### src/sv/assert_macros.svh
// Assertion macros for the hull block.
`ifndef ASSERT_MACROS_SVH
`define ASSERT_MACROS_SVH
`ifndef SYNTHESIS
`define ASSERT_IMPL(label, clk, rst, prop, msg) \
   label: assert property (@(posedge clk) disable iff (rst) prop) else $error(msg);
`define ASSERT_NORST(label, clk, prop, msg) \
   label: assert property (@(posedge clk) prop) else $error(msg);
`else
`define ASSERT_IMPL(label, clk, rst, prop, msg)
`define ASSERT_NORST(label, clk, prop, msg)
`endif
`endif

### src/sv/chull_pkg.sv
package chull_pkg;
   localparam int MAX_POINTS_DEF = 32;
   localparam int COORD_BITS_DEF = 16;
   localparam int FIELD_BITS = COORD_BITS_DEF;

   typedef struct packed {
      logic signed [FIELD_BITS-1:0] px;
      logic signed [FIELD_BITS-1:0] py;
      logic                         final_point;
   } req_type;

   typedef struct packed {
      logic signed [FIELD_BITS-1:0] hx;
      logic signed [FIELD_BITS-1:0] hy;
      logic                         last_vertex;
      logic                         overflowed;
   } rsp_type;
endpackage

### src/sv/convex_hull_monotone_chain_top.sv
// Flow: a stored point is put in order by insertion, each shift a read (ST_INSRD),
// then a write (ST_INS); a point that finds the store full is dropped. A final point
// then runs both hull passes through one shared multiplier: a turn test loads three
// points, forms both products and compares them; then the vertices are sent out.
// Throughput: one request at a time; ready is low while a request is worked on.
// Reset: synchronous, active high; clears count, stack top, drop flag, response valid and sequencer.
`include "assert_macros.svh"
module convex_hull_monotone_chain_top
   import chull_pkg::*;
#(
   parameter int MAX_POINTS = MAX_POINTS_DEF
) (
   input  logic    clock,
   input  logic    reset,
   input  logic    req_valid,
   output logic    req_ready,
   input  req_type req_data,
   output logic    rsp_valid,
   input  logic    rsp_ready,
   output rsp_type rsp_data
);
   localparam int COORD_BITS = COORD_BITS_DEF;
   localparam int IW = (MAX_POINTS > 1) ? $clog2(MAX_POINTS) : 1;
   localparam int CW = $clog2(MAX_POINTS + 1);
   localparam int SD = 2 * MAX_POINTS;
   localparam int SW = $clog2(SD);
   localparam int TW = $clog2(SD + 1);
   localparam int PW = 2 * COORD_BITS + 2;

   localparam logic [3:0] ST_IDLE  = 4'd0;
   localparam logic [3:0] ST_INS   = 4'd1;
   localparam logic [3:0] ST_INSRD = 4'd2;
   localparam logic [3:0] ST_NEXT  = 4'd3;
   localparam logic [3:0] ST_TEST  = 4'd4;
   localparam logic [3:0] ST_RD    = 4'd5;
   localparam logic [3:0] ST_M1    = 4'd6;
   localparam logic [3:0] ST_M2    = 4'd7;
   localparam logic [3:0] ST_DEC   = 4'd8;
   localparam logic [3:0] ST_OUTRD = 4'd9;
   localparam logic [3:0] ST_OUT   = 4'd10;
   localparam logic [3:0] ST_LDA   = 4'd11;
   localparam logic [3:0] ST_LDB   = 4'd12;
   localparam logic [3:0] ST_LDC   = 4'd13;

   // Point store and index stack.
   logic [2*COORD_BITS-1:0] store_mem [MAX_POINTS];
   logic [IW-1:0]           stack_mem [SD];

   logic [3:0]  state_ff, state_in;
   logic [CW-1:0] count_ff, count_in;
   logic [TW-1:0] top_ff, top_in;
   logic        drop_ff, drop_in;
   logic        fin_ff, fin_in;
   logic        back_ff, back_in;
   logic [CW-1:0] pos_ff, pos_in;
   logic [IW-1:0] cur_ff, cur_in;
   logic [TW-1:0] k_ff, k_in;
   logic signed [COORD_BITS-1:0] nx_ff, nx_in, ny_ff, ny_in;
   logic [2*COORD_BITS-1:0] rd_ff;
   logic [IW-1:0] rd_addr;
   logic          st_we;
   logic [IW-1:0] st_addr;
   logic [2*COORD_BITS-1:0] st_wd;
   logic [IW-1:0] sk_rd_ff;
   logic [SW-1:0] sk_raddr;
   logic          sk_we;
   logic [SW-1:0] sk_waddr;
   logic signed [COORD_BITS-1:0] ax_ff, ax_in, ay_ff, ay_in, bx_ff, bx_in, by_ff, by_in;
   logic signed [COORD_BITS:0] ma, mb;
   logic signed [PW-1:0] prod, c1_ff, c1_in;
   logic [1:0] sel_ff, sel_in;
   logic signed [COORD_BITS-1:0] rx, ry;
   logic insert_less;
   logic ovf_out;
   rsp_type rsp_ff, rsp_in;
   logic rsp_v_ff, rsp_v_in;

   assign rx = rd_ff[2*COORD_BITS-1:COORD_BITS];
   assign ry = rd_ff[COORD_BITS-1:0];

   // Memories with registered reads.
   always_ff @(posedge clock) begin
      if (st_we) store_mem[st_addr] <= st_wd;
      rd_ff <= store_mem[rd_addr];
      if (sk_we) stack_mem[sk_waddr] <= cur_ff;
      sk_rd_ff <= stack_mem[sk_raddr];
   end

   chull_cross #(.COORD_BITS(COORD_BITS)) u_cross (
      .clock(clock), .op_a(ma), .op_b(mb), .prod(prod)
   );

   assign insert_less = (nx_ff != rx) ? (nx_ff < rx) : (ny_ff < ry);
   assign req_ready = (state_ff == ST_IDLE);
   assign rsp_valid = rsp_v_ff;
   assign rsp_data  = rsp_ff;
   assign ovf_out   = drop_ff;

   // Sequencer.
   always_comb begin
      state_in = state_ff; count_in = count_ff; top_in = top_ff; drop_in = drop_ff;
      fin_in = fin_ff; back_in = back_ff; pos_in = pos_ff; cur_in = cur_ff; k_in = k_ff;
      nx_in = nx_ff; ny_in = ny_ff; ax_in = ax_ff; ay_in = ay_ff; bx_in = bx_ff;
      by_in = by_ff; c1_in = c1_ff; sel_in = sel_ff;
      rsp_in = rsp_ff; rsp_v_in = rsp_v_ff;
      rd_addr = '0; st_we = 1'b0; st_addr = '0; st_wd = '0;
      sk_raddr = '0; sk_we = 1'b0; sk_waddr = '0;
      ma = '0; mb = '0;
      if (rsp_v_ff && rsp_ready) rsp_v_in = 1'b0;
      case (state_ff)
         ST_IDLE: begin
            if (req_valid && req_ready) begin
               nx_in = req_data.px[COORD_BITS-1:0];
               ny_in = req_data.py[COORD_BITS-1:0];
               fin_in = req_data.final_point;
               pos_in = count_ff;
               if (count_ff == CW'(MAX_POINTS)) begin
                  drop_in = 1'b1;
                  state_in = ST_NEXT;
               end else begin
                  count_in = count_ff + 1'b1;
                  state_in = ST_INSRD;
               end
            end
         end
         ST_INSRD: begin
            rd_addr = IW'(pos_ff - 1'b1);
            state_in = ST_INS;
         end
         ST_INS: begin
            // Shift one larger neighbour up, or place the new point.
            st_we = 1'b1;
            st_addr = IW'(pos_ff);
            if (pos_ff != '0 && insert_less) begin
               st_wd = rd_ff;
               pos_in = pos_ff - 1'b1;
               state_in = ST_INSRD;
            end else begin
               st_wd = {nx_ff, ny_ff};
               state_in = ST_NEXT;
            end
         end
         ST_NEXT: begin
            // Start the hull, or go back to loading.
            if (!fin_ff) state_in = ST_IDLE;
            else begin
               top_in = '0; back_in = 1'b0; cur_in = '0;
               if (count_ff == '0) state_in = ST_DEC;
               else state_in = ST_TEST;
            end
         end
         ST_TEST: begin
            // Push loop: test two top entries against cur.
            if (top_ff >= TW'(2)) begin
               sk_raddr = SW'(top_ff - TW'(2));
               sel_in = 2'd0;
               state_in = ST_LDA;
            end else begin
               sk_we = 1'b1;
               sk_waddr = SW'(top_ff);
               top_in = top_ff + 1'b1;
               state_in = ST_RD;
            end
         end
         ST_LDA: begin
            rd_addr = sk_rd_ff;
            sk_raddr = SW'(top_ff - TW'(1));
            state_in = ST_LDB;
         end
         ST_LDB: begin
            ax_in = rx; ay_in = ry;
            rd_addr = sk_rd_ff;
            state_in = ST_LDC;
         end
         ST_LDC: begin
            bx_in = rx; by_in = ry;
            rd_addr = cur_ff;
            state_in = ST_M1;
         end
         ST_M1: begin
            // (bx-ax)*(cy-ay), then (cx-ax)*(by-ay).
            ma = (COORD_BITS+1)'(bx_ff) - (COORD_BITS+1)'(ax_ff);
            mb = (COORD_BITS+1)'(ry) - (COORD_BITS+1)'(ay_ff);
            nx_in = rx; ny_in = ry;
            state_in = ST_M2;
         end
         ST_M2: begin
            ma = (COORD_BITS+1)'(nx_ff) - (COORD_BITS+1)'(ax_ff);
            mb = (COORD_BITS+1)'(by_ff) - (COORD_BITS+1)'(ay_ff);
            c1_in = prod;
            sel_in = 2'd1;
            state_in = ST_RD;
         end
         ST_RD: begin
            if (sel_ff == 2'd1) begin
               sel_in = 2'd0;
               if (c1_ff > prod) begin
                  top_in = top_ff - 1'b1;
                  state_in = ST_TEST;
               end else begin
                  sk_we = 1'b1;
                  sk_waddr = SW'(top_ff);
                  top_in = top_ff + 1'b1;
                  state_in = ST_DEC;
               end
            end else state_in = ST_DEC;
         end
         ST_DEC: begin
            // Advance the pass index.
            if (count_ff == '0) begin
               state_in = ST_OUTRD; k_in = '0;
            end else if (!back_ff) begin
               if (CW'(cur_ff) + 1'b1 < count_ff) begin
                  cur_in = cur_ff + 1'b1;
                  state_in = ST_TEST;
               end else begin
                  back_in = 1'b1;
                  if (cur_ff == '0) begin
                     state_in = ST_OUTRD; k_in = '0;
                  end else begin
                     cur_in = cur_ff - 1'b1;
                     state_in = ST_TEST;
                  end
               end
            end else if (cur_ff != '0) begin
               cur_in = cur_ff - 1'b1;
               state_in = ST_TEST;
            end else begin
               if (count_ff > CW'(1)) top_in = top_ff - 1'b1;
               k_in = '0;
               state_in = ST_OUTRD;
            end
         end
         ST_OUTRD: begin
            sk_raddr = SW'(k_ff);
            if (k_ff == top_ff) begin
               count_in = '0; top_in = '0; drop_in = 1'b0;
               state_in = ST_IDLE;
            end else state_in = ST_OUT;
         end
         ST_OUT: begin
            // Keep the stack entry addressed so the vertex read holds through a stall.
            sk_raddr = SW'(k_ff);
            rd_addr = sk_rd_ff;
            if (sel_ff != 2'd2) begin
               sel_in = 2'd2;
            end else if (!rsp_v_ff || rsp_ready) begin
               rsp_in.hx = FIELD_BITS'(signed'(rx));
               rsp_in.hy = FIELD_BITS'(signed'(ry));
               rsp_in.last_vertex = (k_ff + 1'b1 == top_ff);
               rsp_in.overflowed = ovf_out;
               rsp_v_in = 1'b1;
               sel_in = 2'd0;
               k_in = k_ff + 1'b1;
               state_in = ST_OUTRD;
            end
         end
         default: state_in = ST_IDLE;
      endcase
   end

   always_ff @(posedge clock) begin
      if (reset) begin
         state_ff <= ST_IDLE; count_ff <= '0; top_ff <= '0; drop_ff <= 1'b0;
         rsp_v_ff <= 1'b0; sel_ff <= 2'd0;
      end else begin
         state_ff <= state_in; count_ff <= count_in; top_ff <= top_in;
         drop_ff <= drop_in; rsp_v_ff <= rsp_v_in; sel_ff <= sel_in;
      end
      fin_ff <= fin_in; back_ff <= back_in; pos_ff <= pos_in; cur_ff <= cur_in;
      k_ff <= k_in; nx_ff <= nx_in; ny_ff <= ny_in; ax_ff <= ax_in; ay_ff <= ay_in;
      bx_ff <= bx_in; by_ff <= by_in; c1_ff <= c1_in; rsp_ff <= rsp_in;
   end

   `ASSERT_IMPL(a_cnt_max, clock, reset, count_ff <= CW'(MAX_POINTS), "count overflow")
   `ASSERT_IMPL(a_top_max, clock, reset, top_ff <= TW'(SD), "stack overflow")
   `ASSERT_IMPL(a_rdy_idle, clock, reset, req_ready |-> state_ff == ST_IDLE, "ready busy")
endmodule

### src/sv/chull_cross.sv
// Shared multiplier: one signed product per cycle, registered.
module chull_cross
   import chull_pkg::*;
#(
   parameter int COORD_BITS = COORD_BITS_DEF
) (
   input  logic                          clock,
   input  logic signed [COORD_BITS:0]    op_a,
   input  logic signed [COORD_BITS:0]    op_b,
   output logic signed [2*COORD_BITS+1:0] prod
);
   logic signed [2*COORD_BITS+1:0] prod_ff;

   // One multiply, one register.
   always_ff @(posedge clock) begin
      prod_ff <= op_a * op_b;
   end

   assign prod = prod_ff;
endmodule

### config.mk
export PLATFORM = sky130hd
export DESIGN_NAME = convex_hull_monotone_chain_top
export DESIGN_NICKNAME = d
export VERILOG_FILES = /design/src/sv/chull_pkg.sv /design/src/sv/convex_hull_monotone_chain_top.sv /design/src/sv/chull_cross.sv
export VERILOG_INCLUDE_DIRS = /design/src /design/src/sv
export SDC_FILE = /design/constraint.sdc
export NUM_CORES = 2
export LEC_CHECK = 0
export BUFFER_PORTS_ARGS = -buffer_cell sky130_fd_sc_hd__buf_4
export CAP_MARGIN = 20
export CORE_MARGIN = 2
export CORE_UTILIZATION = 50
export CTS_CLUSTER_DIAMETER = 60
export DETAILED_ROUTE_END_ITERATION = 12
export PLACE_DENSITY = 0.7
export SKIP_LAST_GASP = 1
export SYNTH_ARGS = -nofsm -noshare
export SYNTH_HDL_FRONTEND = slang
export SYNTH_SLANG_ARGS = --single-unit
### constraint.sdc
create_clock -name clock -period 11.4 [get_ports clock]
set_clock_uncertainty 0.1 [all_clocks]
set_input_delay 1.71 -clock clock [delete_from_list [all_inputs] [get_ports clock]]
set_output_delay 1.71 -clock clock [all_outputs]
set_load 0.01 [all_outputs]
== Word level (Yosys, flattened, before mapping) ==
Memory sizes are Yosys's and may differ from the RTL's. A register that Yosys moved wholly into a read port is not among the register bits.
Index checks and enable logic that the tools add are counted.
Storage, ports and cells
  register bits after elaboration: 239
  latch bits: 0
  RAM bits: 1344
  ROM bits: 0
  output and inout port bits: 36
  logic and storage cells: 210
  memories: 2
Operators by class
  add/subtract/negate cells: 13
  multiply operators: 1
  divide/modulo/power cells: 0
  $lt $le $gt $ge: 6
  eq/ne operators: 40
  shifts and indexed selects: 0
  mux-type cells: 93
  bitwise operators: 1
  reductions and logical operators: 31
Memories
  store_mem: depth 32, width 32, read ports 1, clocked after memory_dff 1, write ports 1, RTL line convex_hull_monotone_chain_top.sv:46  | logic [2*COORD_BITS-1:0] store_mem [MAX_POINTS];
  stack_mem: depth 64, width 5, read ports 1, clocked after memory_dff 1, write ports 1, RTL line convex_hull_monotone_chain_top.sv:47  | logic [IW-1:0] stack_mem [SD];
Operator list (count)
  $mux W7: 16
  $pmux W17 S2: 2
  $sub A16 B16 Y17: 4
  $mux W32: 2
  $pmux W16 S2: 2
  $mux W4: 14
  $pmux W4 S14: 1
  $mux W6: 9
  $pmux W6 S2: 3
  $mux W5: 7
  $pmux W7 S5: 1
  $gt A34 B34 Y1: 1
  $mul A17 B17 Y34: 1
  $lt A16 B16 Y1: 2
  $mux W16: 2
  $ne A2 B2 Y1 const B: 14
  $eq A4 B4 Y1 const B: 6
  $mux W1: 22
  $pmux W6 S3: 1
  $eq A4 B3 Y1 const B: 4
  $ne A16 B16 Y1: 1
  $ne A4 B4 Y1 const B: 4
  $pmux W5 S3: 1
  $add A7 B1 Y7 const B: 2
  other kinds (41): 63

== Depth between registers and ports, before layout ==
  depth in word-level cells: 6
  mapped depth: 41

== Modules after synthesis ==
From an unflattened synthesis, not the netlist that was laid out.
Unflattened totals
  cell total of the unflattened synthesis: 6180
  area total of the unflattened synthesis: 78706.7 um^2
Modules (own cells, without submodules)
  convex_hull_monotone_chain_top: times used 1, cells an instance 4895, area an instance 66864.1 um^2, seq. area each 47045.1 um^2
  chull_cross: times used 1, cells an instance 1285, area an instance 11842.6 um^2, seq. area each 680.7 um^2

== Worst setup path after synthesis ==
No wires, ideal clock.
  path type: register -> register
  start: register state_ff[1]
  end: register u_cross.prod_ff[32] (netlist: u_cross.prod[32])
  library setup time: 118 ps
  data arrival time: 9654 ps
  path slack: 1528 ps
  cell stages (with the launch flop): 35
  buffers on the path: 4
  path through: dfxtp_1 -> buf_2 -> and2_1 -> nand2_1 -> clkbuf_1 -> inv_1 -> clkbuf_1 -> o21ai_0 -> ha_1 -> o21ai_0 -> a21oi_1 -> o41ai_1 -> o311ai_0 -> a31o_2 -> a21oi_1 -> xor2_1 -> clkbuf_1 -> nor2_1 -> fa_1 -> fa_1 -> fa_1 -> fa_1 -> fa_1 -> inv_1 -> fa_1 -> inv_1 -> ha_1 -> a2111oi_0 -> o21ai_0 -> o21ai_0 -> o21ai_0 -> o41a_1 -> a211oi_1 -> a21oi_1 -> xnor2_1
Between the ends
  longest elaborated chain between the ends: 3
  elaborated cells on any way between the ends: 5
  those cells by class: 1 x mul; 2 x eq/ne; 2 x mux
RTL lines
  from (decl): RTL line convex_hull_monotone_chain_top.sv:49  | logic [3:0] state_ff, state_in;
  from (signal assigned): RTL line convex_hull_monotone_chain_top.sv:267  | state_ff <= state_in; count_ff <= count_in; top_ff <= top_in;
  $eq A4 B3 Y1: RTL line convex_hull_monotone_chain_top.sv:110  | case (state_ff)
  $pmux W17 S2: RTL line convex_hull_monotone_chain_top.sv:110
  $mul A17 B17 Y34 (*): RTL line chull_cross.sv:16  | prod_ff <= op_a * op_b;
  to (signal assigned): RTL line chull_cross.sv:16
  to (decl): RTL line chull_cross.sv:12  | logic signed [2*COORD_BITS+1:0] prod_ff;
Every way passes the cells marked *; elsewhere a longest branch is shown, timed or not.
A chain may end at the register's enable or synchronous reset.

== Worst setup path after layout ==
  start: register state_ff[0]
  end: register u_cross.prod_ff[32] (netlist: u_cross.prod[32])
Same word-level chain as after synthesis.

==> impl_metrics.toml <==
[yosys]
syn_avg_cell_area_um2 = 12.5
synthArstFlopShare_pct = 0
synth_most_common_cell = "edfxtp_1"
synthCells = 6292
ys_ff_latch = 1620
synth_area_leaders = "edfxtp_1 (58%), fa_1 (7.6%), nand2_1 (4.7%), a211oi_1 (4.1%), ha_1 (3.2%)"
yosysSeqAreaShare_pct = 60.6
synth.largest_area_cell = "edfxtp_1"
ys_warn_count = 0
synth.distinct_cells = 91
synth_common_cells = "edfxtp_1 (1528), nand2_1 (979), inv_1 (448)"
synth_edf_count = 1528
syn_area_mm2 = 0.0787
syn-num-nets = 6827
synth_top_area_share_pct = 58.3
ys.flop_type = "edfxtp_1"

[min_path]
worstHoldStart = "u_cross.prod[11]"
hp-class = "register to register"

[route]
vias = 50700
dr.pass1.iters = 6
drc_errors = 0
ant_nets = 0
avgRoutedWirePerCell_um = 23.4
viasPerCell = 5.97
drtIter0Drc = 5531
wl_um = 199000

[worst_setup_path]
critPathTopFamily = "adder cells"
arrival_ns = 11.04
end_kind = "register"
critPathCapture = "u_cross.prod[32]"
crit_type = "register to register"
crit_fanout = 31
cp-start-kind = "register"
cpMaxStageDelayCell = "dfxtp_1"
max_stage_delay_ns = 0.81
r2r.worst_path.cells = 33
rr_endpoint = "u_cross.prod[32]"
path_depth = 33
r2r_slack_ns = 0.94
cp_common_cell = "fa_1"
crit_start = "state_ff[0]"
critical_path_required_ns = 11.98
r2r_start = "state_ff[0]"
crit_buf_inv = 4

[layout]
fillers = 12400
finalCoreUtilization_pct = 56.2
instances_no_fill = 8493
diodes = 0
ff_latch_area_mm2 = 0.0477
area_delta_synth_final_pct = 11.5
final_layout_size_suffix_gt1_share_pct = 9.70
nNetsFinal = 6835
multi_input_area_mm2 = 0.0283

[sta]
worstMarginPinSlew_ns = 1.18
fmax_ghz = 0.0956
rsz0062_at_grt = "false"
min_period_ns = 10.46
fin_crit_sh_pct = 91.8
hold_viol = 0
worst_slack_ns = 0.940
setup_viol_count_final = 0
slew_headroom_pct = 21.4
slew_violations = 0
fin_tns_setup_ns = 0

[status]
status = "completed"

[pwr]
switching_share_pct = 27.4
cellPowerDensity_mw_per_mm2 = 167
p_switching_uw = 4020
total_leakage_power_uw = 0.0317
p_clk_share_pct = 37.8
p_seq_share_pct = 47.1
worst_ir_drop_vdd_uv = 224
power_frac_comb_pct = 15.1
p_int_uw = 10600

[floorplanning]
core_mm2 = 0.156
dieArea_mm2 = 0.161
die_h_um = 401
die_w_um = 401
rows = 145
initial_utilization_pct = 50.4
ios = 73

[clock_tree]
cts_buffers = 165
cts_buffer_depth = 3
clock-root-buffer = "clkbuf_16"
h-tree-depth = 4
clk_latency_ns = 0.83
cts_tree = "built"
cts_setup_buffers = 0
cts_resized = 0
cts_sinks = 1620
path_clk_slew_ns = 0.06
postCtsHoldBufs = 0

[place]
place_hpwl_um = 120000
gp_congestion = 0.913
placed_cells = 8167
port_buffers = 72
dp_slack_ns = 0.756

[global_routing]
grt_use_total_pct = 24.3
grt_pass1_vias = 49100
grt_pass1_wl_um = 299000
overflow = 0
antenna_found_initial = 2
grt_max_degree = 220

[flow_run]
maxCapViolCount = 0
layer usage:
layer	track usage, %	vias to the layer above	routed length, µm
met5	0.476	-	125
met4	8.53	4	6210
met3	4.97	382	18300
met2	37.4	2180	90700
met1	34.5	25300	83600
li1	-	22800	-
layout make-up:
| cell class | instances | area share [%] |
|---|---|---|
| sequential | 1620 | 54.4 |
| multi-input combinational | 3850 | 32.3 |
| clock buffer | 228 | 5.24 |
| tap | 2058 | 2.93 |
| timing repair buffer | 215 | 2.07 |
| inverter | 448 | 1.92 |
| clock inverter | 74 | 1.17 |
power by group through the flow:
stage          Sequential [µW]  Combinational [µW]  Clock, µW
2_1_floorplan             6930                1380          0
3_3_place_gp              7030                2080          0
3_5_place_dp              7030                2140          0
4_1_cts                   6900                2150       5610
5_1_grt                   6910                2400       5840
6_report                  6900                2210       5550
worst min path at each step:
stage           endpoint  slack [ns]  cells past startpoint
6_report       c1_ff[11]        0.33                      0
5_1_grt         c1_ff[6]        0.33                      0
4_1_cts         c1_ff[4]        0.33                      0
3_5_place_dp   c1_ff[11]        0.31                      0
3_3_place_gp   c1_ff[25]        0.31                      0
2_1_floorplan  c1_ff[10]        0.31                      0
stage by stage:
step	total power, µW	hold slack, ns	instance area [µm²]
floorplan	8310	0.308	78700
finish	14700	0.327	87800
CTS	14700	0.327	87400
global route	15100	0.331	87800
detailed placement	9160	0.313	81800
global placement	9110	0.314	81800
logic make-up after synthesis:
kind of cell,count (synthesis),share of synthesized area (%)
fa+ha+maj,498,10.8
compound gates,1218,11.0
xor+xnor,103,1.15
flops,1620,60.6
buf+inv,822,4.02
mux,71,0.978
simple gates,1960,11.4
cells in the final DEF, fill, tap and decap left out, types with 185 or more instances in the layout:
cell / instances
nand2_1: 979
nor2_1: 251
fa_1: 299
inv_1: 447
ha_1: 199
edfxtp_1: 1528
and2_1: 301
a31oi_1: 191
a211oi_1: 425
buf_4: 185
sequential cells by signal (all words and copies together), names as in the netlist, 7 cells and up:
name          flops
u_cross.prod     34
ay_ff            16
rd_ff            32
top_ff            7
by_ff            16
rsp_data         34
bx_ff            16
ny_ff            16
k_ff              7
nx_ff            16
ax_ff            16
c1_ff            34
store_mem      1024
stack_mem       320
(Power assumes the default switching activity.)
